## config.mk

```make
export PLATFORM = sky130hd
export DESIGN_NAME = psbb_queue
export DESIGN_NICKNAME = d
export VERILOG_FILES = /design/src/design/psbb_pkg.sv /design/src/design/psbb_queue.sv
export SDC_FILE = /design/constraint.sdc
export NUM_CORES = 1
export LEC_CHECK = 0
export ABC_AREA = 1
export BUFFER_PORTS_ARGS = -buffer_cell sky130_fd_sc_hd__buf_4
export CORE_UTILIZATION = 45
export DETAILED_ROUTE_END_ITERATION = 10
export GPL_TIMING_DRIVEN = 0
export MAX_ROUTING_LAYER = met4
export PLACE_DENSITY_LB_ADDON = 0.15
export SETUP_SLACK_MARGIN = 0.1
export SYNTH_ARGS = -nofsm -noshare
export SYNTH_HDL_FRONTEND = slang
export SYNTH_SLANG_ARGS = --single-unit
```

## constraint.sdc

```tcl
create_clock -name clk_i -period 5 [get_ports clk_i]
set_input_delay 1 -clock clk_i [delete_from_list [all_inputs] [get_ports clk_i]]
set_output_delay 1 -clock clk_i [all_outputs]
set_load 0.1 [all_outputs]
```

## src/design/psbb_pkg.sv

```systemverilog
// Shared types, constants and helpers of the polar scan bounding box core.
// Used by every design file through scoped names; depends on nothing else.
package psbb_pkg;

  // Field and quantization widths
  localparam int ANGLE_BITS = 16;
  localparam int RANGE_BITS = 24;
  localparam int HEAD_W     = 16;
  localparam int ANGLE_DROP = (ANGLE_BITS < HEAD_W) ? (HEAD_W - ANGLE_BITS) : 0;
  localparam logic [HEAD_W-1:0] HEAD_MASK = 16'hFFFF << ANGLE_DROP;
  localparam logic [HEAD_W-1:0] QUARTER_TURN = 16'h4000;

  localparam int IN_DATA_W  = ((RANGE_BITS + 7) / 8) * 8;
  localparam int COORD_W    = 32;
  localparam int OUT_DATA_W = 4 * COORD_W;
  localparam int PAD_W      = 20;

  // Sine polynomial datapath widths
  localparam int U_W    = 15;                  // quarter-wave index 0..16384
  localparam int X2_W   = 31;                  // x^2 in Q30
  localparam int T_W    = 31;                  // Horner term in Q30
  localparam int MAG_W  = 17;                  // magnitude 0..65536
  localparam int PROD_W = RANGE_BITS + MAG_W;  // range times magnitude
  localparam int ACC_W  = PROD_W + 1;          // lane working value
  localparam int OFS_W  = ACC_W - 16;          // rounded offset magnitude
  localparam int SUM_W  = ((OFS_W > COORD_W) ? OFS_W : COORD_W) + 1;

  localparam logic [U_W-1:0]   QUARTER = 15'd16384;
  localparam logic [MAG_W-1:0] MAG_MAX = 17'd65536;

  // Degree-9 sine series coefficients in Q30
  localparam logic [T_W-1:0] POLY_C9 = 31'd172272;
  localparam logic [T_W-1:0] HORNER_C [4] = '{
    31'd5026995, 31'd85569306, 31'd693598668, 31'd1686629713
  };

  // Back-end pipeline stage indexes
  localparam int STG_SQ    = 1;
  localparam int STG_H0    = 2;
  localparam int STG_MAG   = 6;
  localparam int STG_SCALE = 7;
  localparam int STG_POINT = 8;
  localparam int NPIPE     = 9;

  // Queue between front and back
  localparam int QDEPTH = 4;
  localparam int QPTR_W = 2;
  localparam int QCNT_W = 3;

  // Configuration register indexes
  localparam int CFG_IDX_W = 3;
  localparam logic [CFG_IDX_W-1:0] REG_BASE_X        = 3'd0;
  localparam logic [CFG_IDX_W-1:0] REG_BASE_Y        = 3'd1;
  localparam logic [CFG_IDX_W-1:0] REG_START_HEADING = 3'd2;
  localparam logic [CFG_IDX_W-1:0] REG_ANGLE_STEP    = 3'd3;
  localparam logic [CFG_IDX_W-1:0] REG_PADDING       = 3'd4;
  localparam logic [PAD_W-1:0]     PADDING_RESET     = 20'd32768;

  typedef struct packed {
    logic signed [COORD_W-1:0] base_x;
    logic signed [COORD_W-1:0] base_y;
    logic [HEAD_W-1:0]         start_heading;
    logic [HEAD_W-1:0]         angle_step;
    logic [PAD_W-1:0]          padding;
  } psbb_cfg_t;

  // Classified sample as it travels through the queue
  typedef struct packed {
    logic [RANGE_BITS-1:0] range;
    logic                  last;
    logic                  first;
    logic [HEAD_W-1:0]     heading;
  } psbb_item_t;

  typedef struct packed {
    logic [RANGE_BITS-1:0] range;
    logic                  last;
    logic                  first;
  } psbb_meta_t;

  // One trig lane (x uses cosine, y uses sine)
  typedef struct packed {
    logic [U_W-1:0]   u;
    logic             neg;
    logic [X2_W-1:0]  x2;
    logic [ACC_W-1:0] acc;
  } psbb_lane_t;

  // Fold a binary angle into a quarter-wave index and a sign
  function automatic psbb_lane_t lane_seed(input logic [HEAD_W-1:0] h);
    psbb_lane_t     ln;
    logic [U_W-1:0] frac;
    frac   = {1'b0, h[13:0]};
    ln     = '0;
    ln.neg = h[15];
    ln.u   = h[14] ? (QUARTER - frac) : frac;
    return ln;
  endfunction

  // Clamp a wide signed value to the coordinate range
  function automatic logic signed [COORD_W-1:0] sat_coord(
    input logic signed [SUM_W-1:0] v
  );
    logic [SUM_W-COORD_W:0] top;
    top = v[SUM_W-1:COORD_W-1];
    if ((&top) || (~|top)) begin
      return v[COORD_W-1:0];
    end
    return v[SUM_W-1] ? 32'sh8000_0000 : 32'sh7FFF_FFFF;
  endfunction

endpackage

```

## src/design/psbb_queue.sv

```systemverilog
// Short FIFO of classified items between front and back end.
// Depends on psbb_pkg for the item type and depth.
module psbb_queue (
  input  logic                 clk_i,
  input  logic                 rst_ni,
  input  logic                 push_i,
  input  psbb_pkg::psbb_item_t item_i,
  output logic                 ready_o,
  output logic                 valid_o,
  output psbb_pkg::psbb_item_t item_o,
  input  logic                 pop_i
);

  psbb_pkg::psbb_item_t           mem_q [psbb_pkg::QDEPTH];
  logic [psbb_pkg::QPTR_W-1:0]    wr_q, wr_d, rd_q, rd_d;
  logic [psbb_pkg::QCNT_W-1:0]    cnt_q, cnt_d;

  assign ready_o = (cnt_q != psbb_pkg::QCNT_W'(psbb_pkg::QDEPTH));
  assign valid_o = (cnt_q != '0);
  assign item_o  = mem_q[rd_q];

  // Advance pointers and count
  always_comb begin
    wr_d  = push_i ? (wr_q + 1'b1) : wr_q;
    rd_d  = pop_i ? (rd_q + 1'b1) : rd_q;
    cnt_d = cnt_q;
    if (push_i && !pop_i) begin
      cnt_d = cnt_q + 1'b1;
    end else if (!push_i && pop_i) begin
      cnt_d = cnt_q - 1'b1;
    end
  end

  always_ff @(posedge clk_i or negedge rst_ni) begin
    if (!rst_ni) begin
      wr_q  <= '0;
      rd_q  <= '0;
      cnt_q <= '0;
    end else begin
      wr_q  <= wr_d;
      rd_q  <= rd_d;
      cnt_q <= cnt_d;
    end
  end

  // Store entries
  always_ff @(posedge clk_i) begin
    if (push_i) begin
      mem_q[wr_q] <= item_i;
    end
  end

endmodule

```

==> results.cfg <==
[timing]
slew_headroom_pct = 60.4
finalSetupTns_ns = 0
rsz0062_at_grt = no
worstMarginPinSlew_ns = 0.594
timing.hold.ws_ns = 0.382
min_period_over_period_pct = 58.8
final-setup-viol-count = 0
finalClockSkew_ns = 0.00717
timing.final.crit_period_ns = 2.94
fmax_mhz = 340
slew_violations = 0
hold_viol = 0

[floorplanning]
chipHeight_um = 127
fp.dieW_um = 127
rows = 45
ios = 90
fp.coreArea_mm2 = 0.0153
initial_utilization_pct = 46.4
dieArea_mm2 = 0.0163

[cts]
ctsLongestPathBuffers = 2
path_clk_slew_ns = 0.06
cts_root_buffer = clkbuf_16
cts_tree = yes
cts_buffers = 17
cts_hold_buffers = 0
cts_setup_buffers = 0
insertion_delay_ns = 0.42
cts_resized = 0
cts-htree-levels = 4
cts.sink_count = 175

[routing]
routed_wl_mm = 14.6
firstDrtPassIters = 4
avgViaCountPerCell = 4.84
route.detailed.drc = 0
drtIter0Drc = 260
via_count = 4239
wire_per_inst_um = 16.7
ant_nets = 0

[worst_setup_path]
path_class = flop to output pin
cp-end-kind = output pin
startpoint_type = flop
timing.rr.start = wr_q[1]
cp.required_ns = 4.00
rr_endpoint = mem_q[0][13]
crit_start = rd_q[1]
cp_max_fo = 10
r2r_cells = 5
arrival_ns = 1.94
r2r_slack_ns = 3.21

[final_layout]
antenna_cells = 0
nets = 703
n_fill_cell = 1266
instances_no_fill = 875
syn_to_final_growth_pct = 22.1
layout_commonest_cell = edfxtp_1
drive_gt1_share_pct = 22.9
final_cell_mix = 168 x edfxtp_1, 137 x nand2_1, 93 x inv_1

[job]
max-cap-violations = 0

[logic_synthesis]
ys_seq_area_share_pct = 73.7
synth_area_mm2 = 0.00709
ys_ff_latch = 175
syn_inst = 539
yosysWarningCount = 0
synthesis.nets = 591
synth_area_per_cell_um2 = 13.1
yosysUniqueCellTypes = 18

[worst_hold_path]
hp-class = input pin to asynchronous set/reset pin

[place]
place_congestion = 0.707
port_buffers = 89
dp_hpwl_mm = 9.14
placed_cells = 843

[global_route]
grt_pass1_wl_mm = 23.2
grtUsageTotal_pct = 20.1
first_global_vias = 4492
grt_start_max_net_pins = 30
gr-total-overflow = 0
antenna_found_initial = 0

[outcome]
status = finished clean
synth_stat cells (all sizes together):
cell	instances	area [µm²]
edfxtp	168	5040
nand2	137	514
inv	98	368
o211ai	84	631
buf	26	194
dfrtp	7	175
ha	5	62.6
clkbuf	3	11.3
nand3	3	15.0
xor2	3	26.3
o21ai	2	10.0
fa	1	20.0
nand4	1	6.26
xnor2	1	8.76
metal layers:
| layer | global-route usage, % | vias to the layer above | share of wire [%] | routed length, µm |
|---|---|---|---|---|
| li1 | - | 2075 | - | - |
| met1 | 23.9 | 2036 | 44 | 6470 |
| met2 | 33.2 | 111 | 50 | 7290 |
| met3 | 4.61 | 17 | 4.6 | 668 |
| met4 | 7.84 | 0 | 1.4 | 198 |
| met5 | - | - | 0 | 0 |
sequential cells by signal, indices dropped and copies added, names as in the netlist:
signal / count
cnt_q: 3
wr_q: 2
mem_q: 168
rd_q: 2
per-stage QoR:
stage          util, %  worst slack, ns  instance area, µm²
2_1_floorplan        -             2.45                7090
3_3_place_gp      52.6             1.66                8020
3_5_place_dp      53.1             2.44                8100
4_1_cts           56.7             2.03                8650
5_1_grt           56.7             1.93                8650
6_report          56.7             2.06                8650
worst max-delay path by stage:
stage / endpoint / slack [ns] / cells after the start
5_1_grt: item_o[33] / 1.93 / 5
2_1_floorplan: item_o[0] / 2.45 / 6
3_5_place_dp: mem_q[1][10] / 2.44 / 5
6_report: item_o[9] / 2.06 / 6
4_1_cts: item_o[9] / 2.03 / 6
3_3_place_gp: mem_q[1][12] / 1.66 / 4
cell type report:
class	instances	area [µm²]	share of cell area, %
clock inverter	13	123	1.42
clock buffer	19	433	5.00
sequential	175	5220	60.3
inverter	98	368	4.25
multi-input combinational	237	1290	14.9
timing repair buffer	93	748	8.65
tap	211	264	3.05
buffer	29	205	2.37
kinds of logic after synthesis:
logic type               Yosys count  share of synthesized area [%]
AO/OA/AOI/OAI                     86                           9.04
XOR/XNOR                           4                          0.494
adder cells (fa/ha/maj)            6                           1.17
buffers and inverters            127                           8.09
flip-flops                       175                           73.7
AND/OR/NAND/NOR                  141                           7.56
worst max-delay path, stage by stage (launching register included):
cell and delay, ns:
dfrtp_1 0.36, buf_2 0.17, inv_2 0.13, buf_2 0.30, o211ai_1 0.16, nand2_1 0.10
buf_4 0.29
Power is not shown: default switching activity piles up to over one toggle a cycle in this logic, so the estimate is an artifact.
