$ cat src/design/psbb_pkg.sv
// Shared types, constants and helpers of the polar scan bounding box core.
// Used by every design file through scoped names; depends on nothing else.
package psbb_pkg;

  // Field and quantization widths
  localparam int ANGLE_BITS = 16;
  localparam int RANGE_BITS = 24;
  localparam int HEAD_W     = 16;
  localparam int ANGLE_DROP = (ANGLE_BITS < HEAD_W) ? (HEAD_W - ANGLE_BITS) : 0;
  localparam logic [HEAD_W-1:0] HEAD_MASK = 16'hFFFF << ANGLE_DROP;
  localparam logic [HEAD_W-1:0] QUARTER_TURN = 16'h4000;

  localparam int IN_DATA_W  = ((RANGE_BITS + 7) / 8) * 8;
  localparam int COORD_W    = 32;
  localparam int OUT_DATA_W = 4 * COORD_W;
  localparam int PAD_W      = 20;

  // Sine polynomial datapath widths
  localparam int U_W    = 15;                  // quarter-wave index 0..16384
  localparam int X2_W   = 31;                  // x^2 in Q30
  localparam int T_W    = 31;                  // Horner term in Q30
  localparam int MAG_W  = 17;                  // magnitude 0..65536
  localparam int PROD_W = RANGE_BITS + MAG_W;  // range times magnitude
  localparam int ACC_W  = PROD_W + 1;          // lane working value
  localparam int OFS_W  = ACC_W - 16;          // rounded offset magnitude
  localparam int SUM_W  = ((OFS_W > COORD_W) ? OFS_W : COORD_W) + 1;

  localparam logic [U_W-1:0]   QUARTER = 15'd16384;
  localparam logic [MAG_W-1:0] MAG_MAX = 17'd65536;

  // Degree-9 sine series coefficients in Q30
  localparam logic [T_W-1:0] POLY_C9 = 31'd172272;
  localparam logic [T_W-1:0] HORNER_C [4] = '{
    31'd5026995, 31'd85569306, 31'd693598668, 31'd1686629713
  };

  // Back-end pipeline stage indexes
  localparam int STG_SQ    = 1;
  localparam int STG_H0    = 2;
  localparam int STG_MAG   = 6;
  localparam int STG_SCALE = 7;
  localparam int STG_POINT = 8;
  localparam int NPIPE     = 9;

  // Queue between front and back
  localparam int QDEPTH = 4;
  localparam int QPTR_W = 2;
  localparam int QCNT_W = 3;

  // Configuration register indexes
  localparam int CFG_IDX_W = 3;
  localparam logic [CFG_IDX_W-1:0] REG_BASE_X        = 3'd0;
  localparam logic [CFG_IDX_W-1:0] REG_BASE_Y        = 3'd1;
  localparam logic [CFG_IDX_W-1:0] REG_START_HEADING = 3'd2;
  localparam logic [CFG_IDX_W-1:0] REG_ANGLE_STEP    = 3'd3;
  localparam logic [CFG_IDX_W-1:0] REG_PADDING       = 3'd4;
  localparam logic [PAD_W-1:0]     PADDING_RESET     = 20'd32768;

  typedef struct packed {
    logic signed [COORD_W-1:0] base_x;
    logic signed [COORD_W-1:0] base_y;
    logic [HEAD_W-1:0]         start_heading;
    logic [HEAD_W-1:0]         angle_step;
    logic [PAD_W-1:0]          padding;
  } psbb_cfg_t;

  // Classified sample as it travels through the queue
  typedef struct packed {
    logic [RANGE_BITS-1:0] range;
    logic                  last;
    logic                  first;
    logic [HEAD_W-1:0]     heading;
  } psbb_item_t;

  typedef struct packed {
    logic [RANGE_BITS-1:0] range;
    logic                  last;
    logic                  first;
  } psbb_meta_t;

  // One trig lane (x uses cosine, y uses sine)
  typedef struct packed {
    logic [U_W-1:0]   u;
    logic             neg;
    logic [X2_W-1:0]  x2;
    logic [ACC_W-1:0] acc;
  } psbb_lane_t;

  // Fold a binary angle into a quarter-wave index and a sign
  function automatic psbb_lane_t lane_seed(input logic [HEAD_W-1:0] h);
    psbb_lane_t     ln;
    logic [U_W-1:0] frac;
    frac   = {1'b0, h[13:0]};
    ln     = '0;
    ln.neg = h[15];
    ln.u   = h[14] ? (QUARTER - frac) : frac;
    return ln;
  endfunction

  // Clamp a wide signed value to the coordinate range
  function automatic logic signed [COORD_W-1:0] sat_coord(
    input logic signed [SUM_W-1:0] v
  );
    logic [SUM_W-COORD_W:0] top;
    top = v[SUM_W-1:COORD_W-1];
    if ((&top) || (~|top)) begin
      return v[COORD_W-1:0];
    end
    return v[SUM_W-1] ? 32'sh8000_0000 : 32'sh7FFF_FFFF;
  endfunction

endpackage

$ cat src/design/psbb_front.sv
// Front end: accepts range samples, tracks scan start and running heading.
// Depends on psbb_pkg; feeds psbb_queue.
module psbb_front (
  input  logic                            clk_i,
  input  logic                            rst_ni,
  input  psbb_pkg::psbb_cfg_t             cfg_i,
  input  logic                            s_valid_i,
  input  logic [psbb_pkg::IN_DATA_W-1:0]  s_data_i,
  input  logic                            s_last_i,
  output logic                            s_ready_o,
  input  logic                            q_ready_i,
  output logic                            push_o,
  output psbb_pkg::psbb_item_t            item_o
);

  logic                         open_q, open_d;
  logic [psbb_pkg::HEAD_W-1:0]  head_q, head_d;
  logic [psbb_pkg::HEAD_W-1:0]  head_cur;

  assign s_ready_o = q_ready_i;
  assign push_o    = s_valid_i & q_ready_i;

  // Pick heading: load start heading when a scan opens
  always_comb begin
    head_cur       = open_q ? head_q : cfg_i.start_heading;
    item_o.range   = s_data_i[psbb_pkg::RANGE_BITS-1:0];
    item_o.last    = s_last_i;
    item_o.first   = ~open_q;
    item_o.heading = head_cur & psbb_pkg::HEAD_MASK;
    head_d         = head_q;
    open_d         = open_q;
    if (push_o) begin
      head_d = head_cur + cfg_i.angle_step;
      open_d = ~s_last_i;
    end
  end

  // Hold scan state
  always_ff @(posedge clk_i or negedge rst_ni) begin
    if (!rst_ni) begin
      open_q <= 1'b0;
      head_q <= '0;
    end else begin
      open_q <= open_d;
      head_q <= head_d;
    end
  end

endmodule

$ cat config.mk
export PLATFORM = sky130hd
export DESIGN_NAME = psbb_front
export DESIGN_NICKNAME = d
export VERILOG_FILES = /design/src/design/psbb_pkg.sv /design/src/design/psbb_front.sv
export SDC_FILE = /design/constraint.sdc
export NUM_CORES = 1
export LEC_CHECK = 0
export BUFFER_PORTS_ARGS = -buffer_cell sky130_fd_sc_hd__clkbuf_2
export CAP_MARGIN = 0
export CORE_ASPECT_RATIO = 1.25
export CORE_MARGIN = 2
export CORE_UTILIZATION = 25
export CTS_BUF_LIST = sky130_fd_sc_hd__clkbuf_4 sky130_fd_sc_hd__clkbuf_8 sky130_fd_sc_hd__clkbuf_16
export DETAILED_ROUTE_END_ITERATION = 10
export PLACE_DENSITY = 0.57
export SLEW_MARGIN = 5
export SYNTH_ARGS = -nofsm -noshare
export SYNTH_HDL_FRONTEND = slang
export SYNTH_SLANG_ARGS = --single-unit
export TNS_END_PERCENT = 10
$ cat constraint.sdc
create_clock -name clk_i -period 4.25 [get_ports clk_i]
set_clock_uncertainty 0.05 [all_clocks]
set_input_delay 0.2125 -clock clk_i [delete_from_list [all_inputs] [get_ports clk_i]]
set_output_delay 0.2125 -clock clk_i [all_outputs]
set_load 0.05 [all_outputs]
==> results of run 1 <==
==> final timing paths <==
| kind | to | slack [ns] | cells past startpoint |
|---|---|---|---|
| max | head_q[14] | 1.25 | 8 |
| min | open_q | 0.12 | 2 |
| max reg2reg | head_q[14] | 1.25 | 8 |
| min reg2reg | head_q[0] | 0.43 | 2 |
| max in group asynchronous | head_q[9] | 3.42 | 2 |
| min in group asynchronous | head_q[1] | 0.40 | 2 |
==> state kept, by name, summed over array words and instances (netlist names) <==
signal and cells:
open_q 1, head_q 16
==> cells in the mapped netlist (all sizes together) (2+ instances only) <==
cell / instances
nand2: 33
buf: 31
o21ai: 21
dfrtp: 17
a21oi: 16
ha: 15
nor2: 15
mux2: 14
nand3: 10
inv: 8
clkbuf: 5
a211oi: 4
mux2i: 4
a21o: 3
nand4: 3
nor3: 3
xor2: 3
a22oi: 2
and2: 2
o311ai: 2
xnor2: 2
==> metal layers <==
layer	global-route usage [%]	vias up	part of all wire (%)
li1	-	841	-
met1	14.99	788	44
met2	21.68	56	49
met3	2.698	6	6.8
met4	2.477	0	0.41
met5	0	-	0
==> cells by family (layout without fill, tap and decap cells) <==
group           after synthesis  count (layout)
compound gates               56              56
xor+xnor                      5               5
fa+ha+maj                    16              16
buf+inv                      44              71
flops                        17              17
mux                          18              18
simple gates                 74              74
==> power by group through the flow <==
| stage | logic (uW) | clock network (uW) | registers [uW] |
|---|---|---|---|
| 2_1_floorplan | 546 | 0 | 243 |
| 3_3_place_gp | 594 | 0 | 260 |
| 3_5_place_dp | 604 | 0 | 261 |
| 4_1_cts | 607 | 136 | 258 |
| 5_1_grt | 668 | 143 | 264 |
| 6_report | 601 | 131 | 257 |
==> cells in the final DEF (no fill, tap or decap), drive strengths merged, types with 2 or more instances in the layout <==
cell type | synthesis | layout
dfrtp | 17 | 17
clkbuf | 5 | 60
ha | 15 | 15
nor2 | 15 | 15
o21ai | 21 | 21
xnor2 | 2 | 2
a21oi | 16 | 16
mux2i | 4 | 4
buf | 31 | 2
mux2 | 14 | 14
inv | 8 | 8
a21o | 3 | 3
and2 | 2 | 2
nand4 | 3 | 3
nor3 | 3 | 3
a211oi | 4 | 4
xor2 | 3 | 3
a22oi | 2 | 2
nand3 | 10 | 10
o311ai | 2 | 2
nand2 | 33 | 33
==> per-stage QoR <==
stage                     setup slack (ns)  hold WS [ns]  utilization (%)  area (um2)  cells
final                                1.254        0.1195            28.45        2068    349
after global routing                 1.072        0.1249            28.45        2068    349
after CTS                            1.220        0.1221            28.45        2068    349
after detailed placement             1.254        0.1461            27.64        2009    344
after global placement               1.299        0.1387            27.64        2009    344
after floorplan                      1.390       -0.1331                -        1851    230
==> layout make-up <==
cell class / count / area [um2]
Sequential cell: 17 / 425.4
Tap cell: 92 / 115.1
Clock buffer: 4 / 48.80
Fill cell: 822 / 5201
Inverter: 8 / 30.03
Multi-Input combinational cell: 169 / 1144
Timing Repair Buffer: 59 / 305.3
==> impl_metrics.py, run 1 <==
metrics = {
    "synthesis": {
        "synthMuxAreaShare_pct": 10.89,
        "synth_simple_gate_area_share_pct": 17.99,
        "ys_warn_count": 0,
        "ys_seq_area_share_pct": 22.99,
        "synth_top_area_share_pct": 22.99,
        "syn-num-nets": 391,
        "async_flop_share_pct": 100.0,
        "synth-compound-area-share_pct": 18.93,
        "synth_xor_area_share_pct": 2.772,
        "synth_top_family_by_area": "compound AO/OA/AOI/OAI gates",
        "synth_area_per_cell_um2": 8.046,
        "synth.top_cells.by_area": "dfrtp_1 23%, buf_4 11%, ha_1 10%, mux2_2 8.5%, nand2_1 6.7%",
        "ys_types": 45,
        "synth_seq_cells": 17,
        "ys.flop_type": "dfrtp_1",
        "synthCells": 230,
        "synth_fa_ha_area_share_pct": 11.22,
        "synth-edff-count": 0,
        "yosysTopAreaCell": "dfrtp_1",
        "syn_area_um2": 1851,
    },
    "timing": {
        "max_slew_margin_pct": 59.06,
        "period_needed_ns": 2.996,
        "period_share_pct": 70.49,
        "rsz0062_at_grt": "no",
        "final-hold-violation-count": 0,
        "drv_slew": 0,
        "tns_ns": 0,
        "worst_slew_pin_slew_ns": 0.6141,
        "setup_viol": 0,
        "fmax_ghz": 0.3338,
    },
    "critical_path": {
        "rr_startpoint": "open_q",
        "setup.worst_path.class": "flip-flop to flip-flop",
        "cpLargestDelayFamily": "compound AO/OA/AOI/OAI gates",
        "end_kind": "flip-flop",
        "max_stage_delay_ns": 0.67,
        "cp_slowest_cell": "dfrtp_1",
        "worstPathRequired_ns": 4.39,
        "worst-path-buf-inv": 1,
        "critPathArrivalTime_ns": 3.14,
        "crit_start": "open_q",
        "worstPathMaxFanout": 12,
        "cp_cell_sequence": "buf_4 -> mux2_2 -> ha_1 -> a21oi_2 -> o21ai_1 -> a211oi_2 -> or3b_1 -> nand3_1",
        "cp-start-kind": "flip-flop",
    },
    "hold_path": {
        "worstHoldPathType": "input port to flip-flop",
        "worstHoldStart": "s_last_i",
    },
    "run": {
        "maxCapViolations": 0,
    },
    "pwr": {
        "switchingPower_uw": 489.8,
        "p_comb_share_pct": 60.8,
        "irDropWorstVdd_mv": 0.1763,
        "intPower_uw": 499.3,
        "seqPwrFrac_pct": 26.0,
        "power.density_nw_per_um2": 478.2,
        "leakagePower_uw": 0.0009980,
        "clockPowerShare_pct": 13.2,
        "power.share.switching_pct": 49.52,
        "finalPower_uw": 989.1,
    },
    "finish": {
        "synthToLayoutAreaGrowth_pct": 11.76,
        "drive_gt1_share_pct": 31.91,
        "diodes": 0,
        "fin_nets": 419,
    },
    "detailed_routing": {
        "drt-pass1-iter-count": 4,
        "wl_per_cell_um": 13.87,
        "finalWirelength_mm": 4.841,
        "antenna_left": 0,
        "drc": 0,
        "drtIter0Drc": 90,
        "avgViaCountPerCell": 4.845,
        "vias": 1691,
    },
    "die": {
        "io_pins": 189,
        "fp.dieW_um": 80.95,
        "rows": 35,
        "dieHeight_um": 100.2,
        "core-area_um2": 7269,
        "initial_core_util_pct": 25.46,
        "fp.dieArea_um2": 8110,
    },
    "placement": {
        "io_buffers": 56,
        "dpl.hpwl_mm": 3.903,
        "gp_congestion": 0.8597,
    },
    "cts": {
        "clock_sinks": 17,
        "cts_root_buf": "clkbuf_8",
        "cts_tree": "yes",
        "ctsHoldBuffers": 1,
        "cts.reportedPaths.clkPinSlew_ns": 0.07,
        "clock_latency_ns": 0.25,
        "cts_setup_buffers": 0,
        "cts-resized-gates": 0,
        "cts_buffer_depth": 2,
        "cts_max_level": 1,
        "numCtsBuffers": 3,
    },
    "grt": {
        "grt_max_degree": 35,
        "grt.total_usage_pct": 12.21,
        "grt-ovfl-total": 0,
        "grt_first_pass_wirelength_mm": 7.783,
        "antenna_found_initial": 0,
        "grt_pass1_vias": 1661,
    },
    "status": {
        "status": "finished clean",
    },
}
Note: power is estimated with default switching activity, not from simulation.
==> run 2: changes to the inputs <==
--- a/config.mk
+++ b/config.mk
@@ -12,7 +12,7 @@
 export CORE_UTILIZATION = 25
 export CTS_BUF_LIST = sky130_fd_sc_hd__clkbuf_4 sky130_fd_sc_hd__clkbuf_8 sky130_fd_sc_hd__clkbuf_16
 export DETAILED_ROUTE_END_ITERATION = 10
-export PLACE_DENSITY = 0.57
+export PLACE_DENSITY = 0.59
 export SLEW_MARGIN = 5
 export SYNTH_ARGS = -nofsm -noshare
 export SYNTH_HDL_FRONTEND = slang
==> constraint.sdc (replaced) <==
create_clock -name clk_i -period 2.6 [get_ports clk_i]
set_clock_uncertainty 0.05 [all_clocks]
set_input_delay 0.13 -clock clk_i [delete_from_list [all_inputs] [get_ports clk_i]]
set_output_delay 0.13 -clock clk_i [all_outputs]
set_load 0.05 [all_outputs]
==> run 2 against run 1 <==
  * Global-route usage is 0.099 points higher
  * Via count is 3.0% higher
  * Critical endpoint is now head_q[15]
  * Worst hold slack worse by 0.087 ns
  * Critical path depth stayed put
  * Largest cell class unchanged
==> impl_metrics.py, run 2 (synthesized netlist as in run 1, its figures left out) <==
metrics = {
    "grt": {
        "grt_pass1_vias": 1735,
        "grt-ovfl-total": 0,
        "grt_first_pass_wirelength_mm": 7.900,
        "grt_max_degree": 34,
        "antenna_found_initial": 0,
        "grt.total_usage_pct": 12.31,
    },
    "timing": {
        "final-hold-violation-count": 0,
        "tns_ns": 0,
        "drv_slew": 0,
        "setup_viol": 0,
        "setup_ws_ns": 0.1374,
        "worst_slew_pin_slew_ns": 0.4589,
        "period_needed_ns": 2.463,
        "max_slew_margin_pct": 69.41,
        "rsz0062_at_grt": "yes",
        "fin_hold_ws_ns": 0.03213,
        "period_share_pct": 94.71,
        "fmax_ghz": 0.4061,
    },
    "finish": {
        "largest_reg_flops": 16,
        "fin_nets": 427,
        "final_common_cell": "clkbuf_2",
        "layout_common_cells": "56 x clkbuf_2, 33 x nand2_1, 19 x o21ai_0",
        "max_flop_register": "head_q",
        "drive_gt1_share_pct": 35.85,
        "ff_latch_area_um2": 425.4,
        "synthToLayoutAreaGrowth_pct": 16.97,
        "final_cells": 357,
        "fin_area_um2": 2165,
        "n_fill_cell": 806,
        "diodes": 0,
        "reg.largest.list": "head_q: 16 flops, open_q: 1 flops",
        "multi_input_area_um2": 1167,
    },
    "detailed_routing": {
        "antenna_left": 0,
        "drc": 0,
        "avgViaCountPerCell": 4.877,
        "drt-pass1-iter-count": 4,
        "vias": 1741,
        "finalWirelength_mm": 4.803,
        "wl_per_cell_um": 13.45,
        "drtIter0Drc": 107,
    },
    "run": {
        "maxCapViolations": 0,
    },
    "critical_path": {
        "worstPathRequired_ns": 2.69,
        "cp_slowest_cell": "dfrtp_1",
        "max_stage_delay_ns": 0.39,
        "critPathArrivalTime_ns": 2.55,
        "setup.worst_path.class": "flip-flop to flip-flop",
        "worst-path-buf-inv": 1,
        "cp_cell_sequence": "buf_12 -> mux2_2 -> ha_1 -> a21oi_1 -> o21ai_0 -> a21oi_1 -> mux2i_1 -> a211o_1",
        "worstPathMaxFanout": 12,
        "timing.critical_path.mode_cell": "a21oi_1",
        "reg2reg_slack_ns": 0.14,
        "cp-start-kind": "flip-flop",
        "cpLargestDelayFamily": "compound AO/OA/AOI/OAI gates",
        "end_kind": "flip-flop",
    },
    "cts": {
        "cts_setup_buffers": 0,
        "cts_root_buf": "clkbuf_8",
        "numCtsBuffers": 3,
        "cts_tree": "yes",
        "cts_buffer_depth": 2,
        "clock_sinks": 17,
        "cts.reportedPaths.clkPinSlew_ns": 0.07,
        "cts_max_level": 1,
        "clock_latency_ns": 0.26,
    },
    "placement": {
        "placed_cell_area_um2": 2093,
        "dpl.hpwl_mm": 3.931,
        "io_buffers": 56,
        "dp_cells": 352,
        "gp_congestion": 0.8444,
        "dp_slack_ns": 0.07521,
    },
    "die": {
        "rows": 35,
        "fp.dieArea_um2": 8110,
        "core-area_um2": 7269,
        "initial_core_util_pct": 25.46,
        "fp.dieW_um": 80.95,
        "io_pins": 189,
        "dieHeight_um": 100.2,
    },
    "pwr": {
        "leakagePower_uw": 0.001046,
        "power.density_nw_per_um2": 779.8,
        "irDropWorstVdd_mv": 0.3115,
    },
    "status": {
        "status": "finished clean",
    },
    "hold_path": {
        "worstHoldPathType": "input port to flip-flop",
    },
}
==> run 2: per-stage QoR <==
stage               util, %  power, uW
global route          29.78       1829
global placement      28.80       1458
floorplan                 -       1299
finish                29.78       1688
CTS                   29.60       1696
detailed placement    28.80       1470
==> run 2: layout make-up <==
class / instances / share of cell area [%]
repair buffers: 67 / 17.46
clock buffers: 4 / 2.254
well taps: 92 / 5.318
multi-input cells: 169 / 53.93
inverters: 8 / 1.387
flip-flops and latches: 17 / 19.65
==> run 2: timing repair <==
item / CTS / global route
hold buffers: 1 / 0
setup endpoints to repair: 0 / 4
resized for setup: 0 / 5
hold endpoints to repair: 17 / 0
==> run 2: final timing paths <==
| path | startpoint | endpoint | cells past startpoint |
|---|---|---|---|
| min | s_last_i | open_q | 2 |
| max | open_q | head_q[15] | 8 |
| min reg2reg | head_q[4] | head_q[4] | 2 |
| min in group asynchronous | rst_ni | head_q[14] | 2 |
| max reg2reg | open_q | head_q[15] | 8 |
| max in group asynchronous | rst_ni | head_q[6] | 2 |
==> run 2: per-layer routing <==
layer,routed length [um],vias to the layer above,track usage [%],part of all wire [%]
met5,0,-,0,0
met1,2031,807,15.90,42
met2,2356,65,20.66,49
met3,355,10,2.428,7.4
met4,59,0,3.520,1.2
li1,-,859,-,-
==> run 2: power by group <==
part | leakage, uW | internal [uW] | switching, uW
clock network | 0.0000262 | 119 | 99.0
registers | 0.000209 | 360 | 54.2
logic | 0.000812 | 388 | 667
total | 0.00105 | 867 | 821
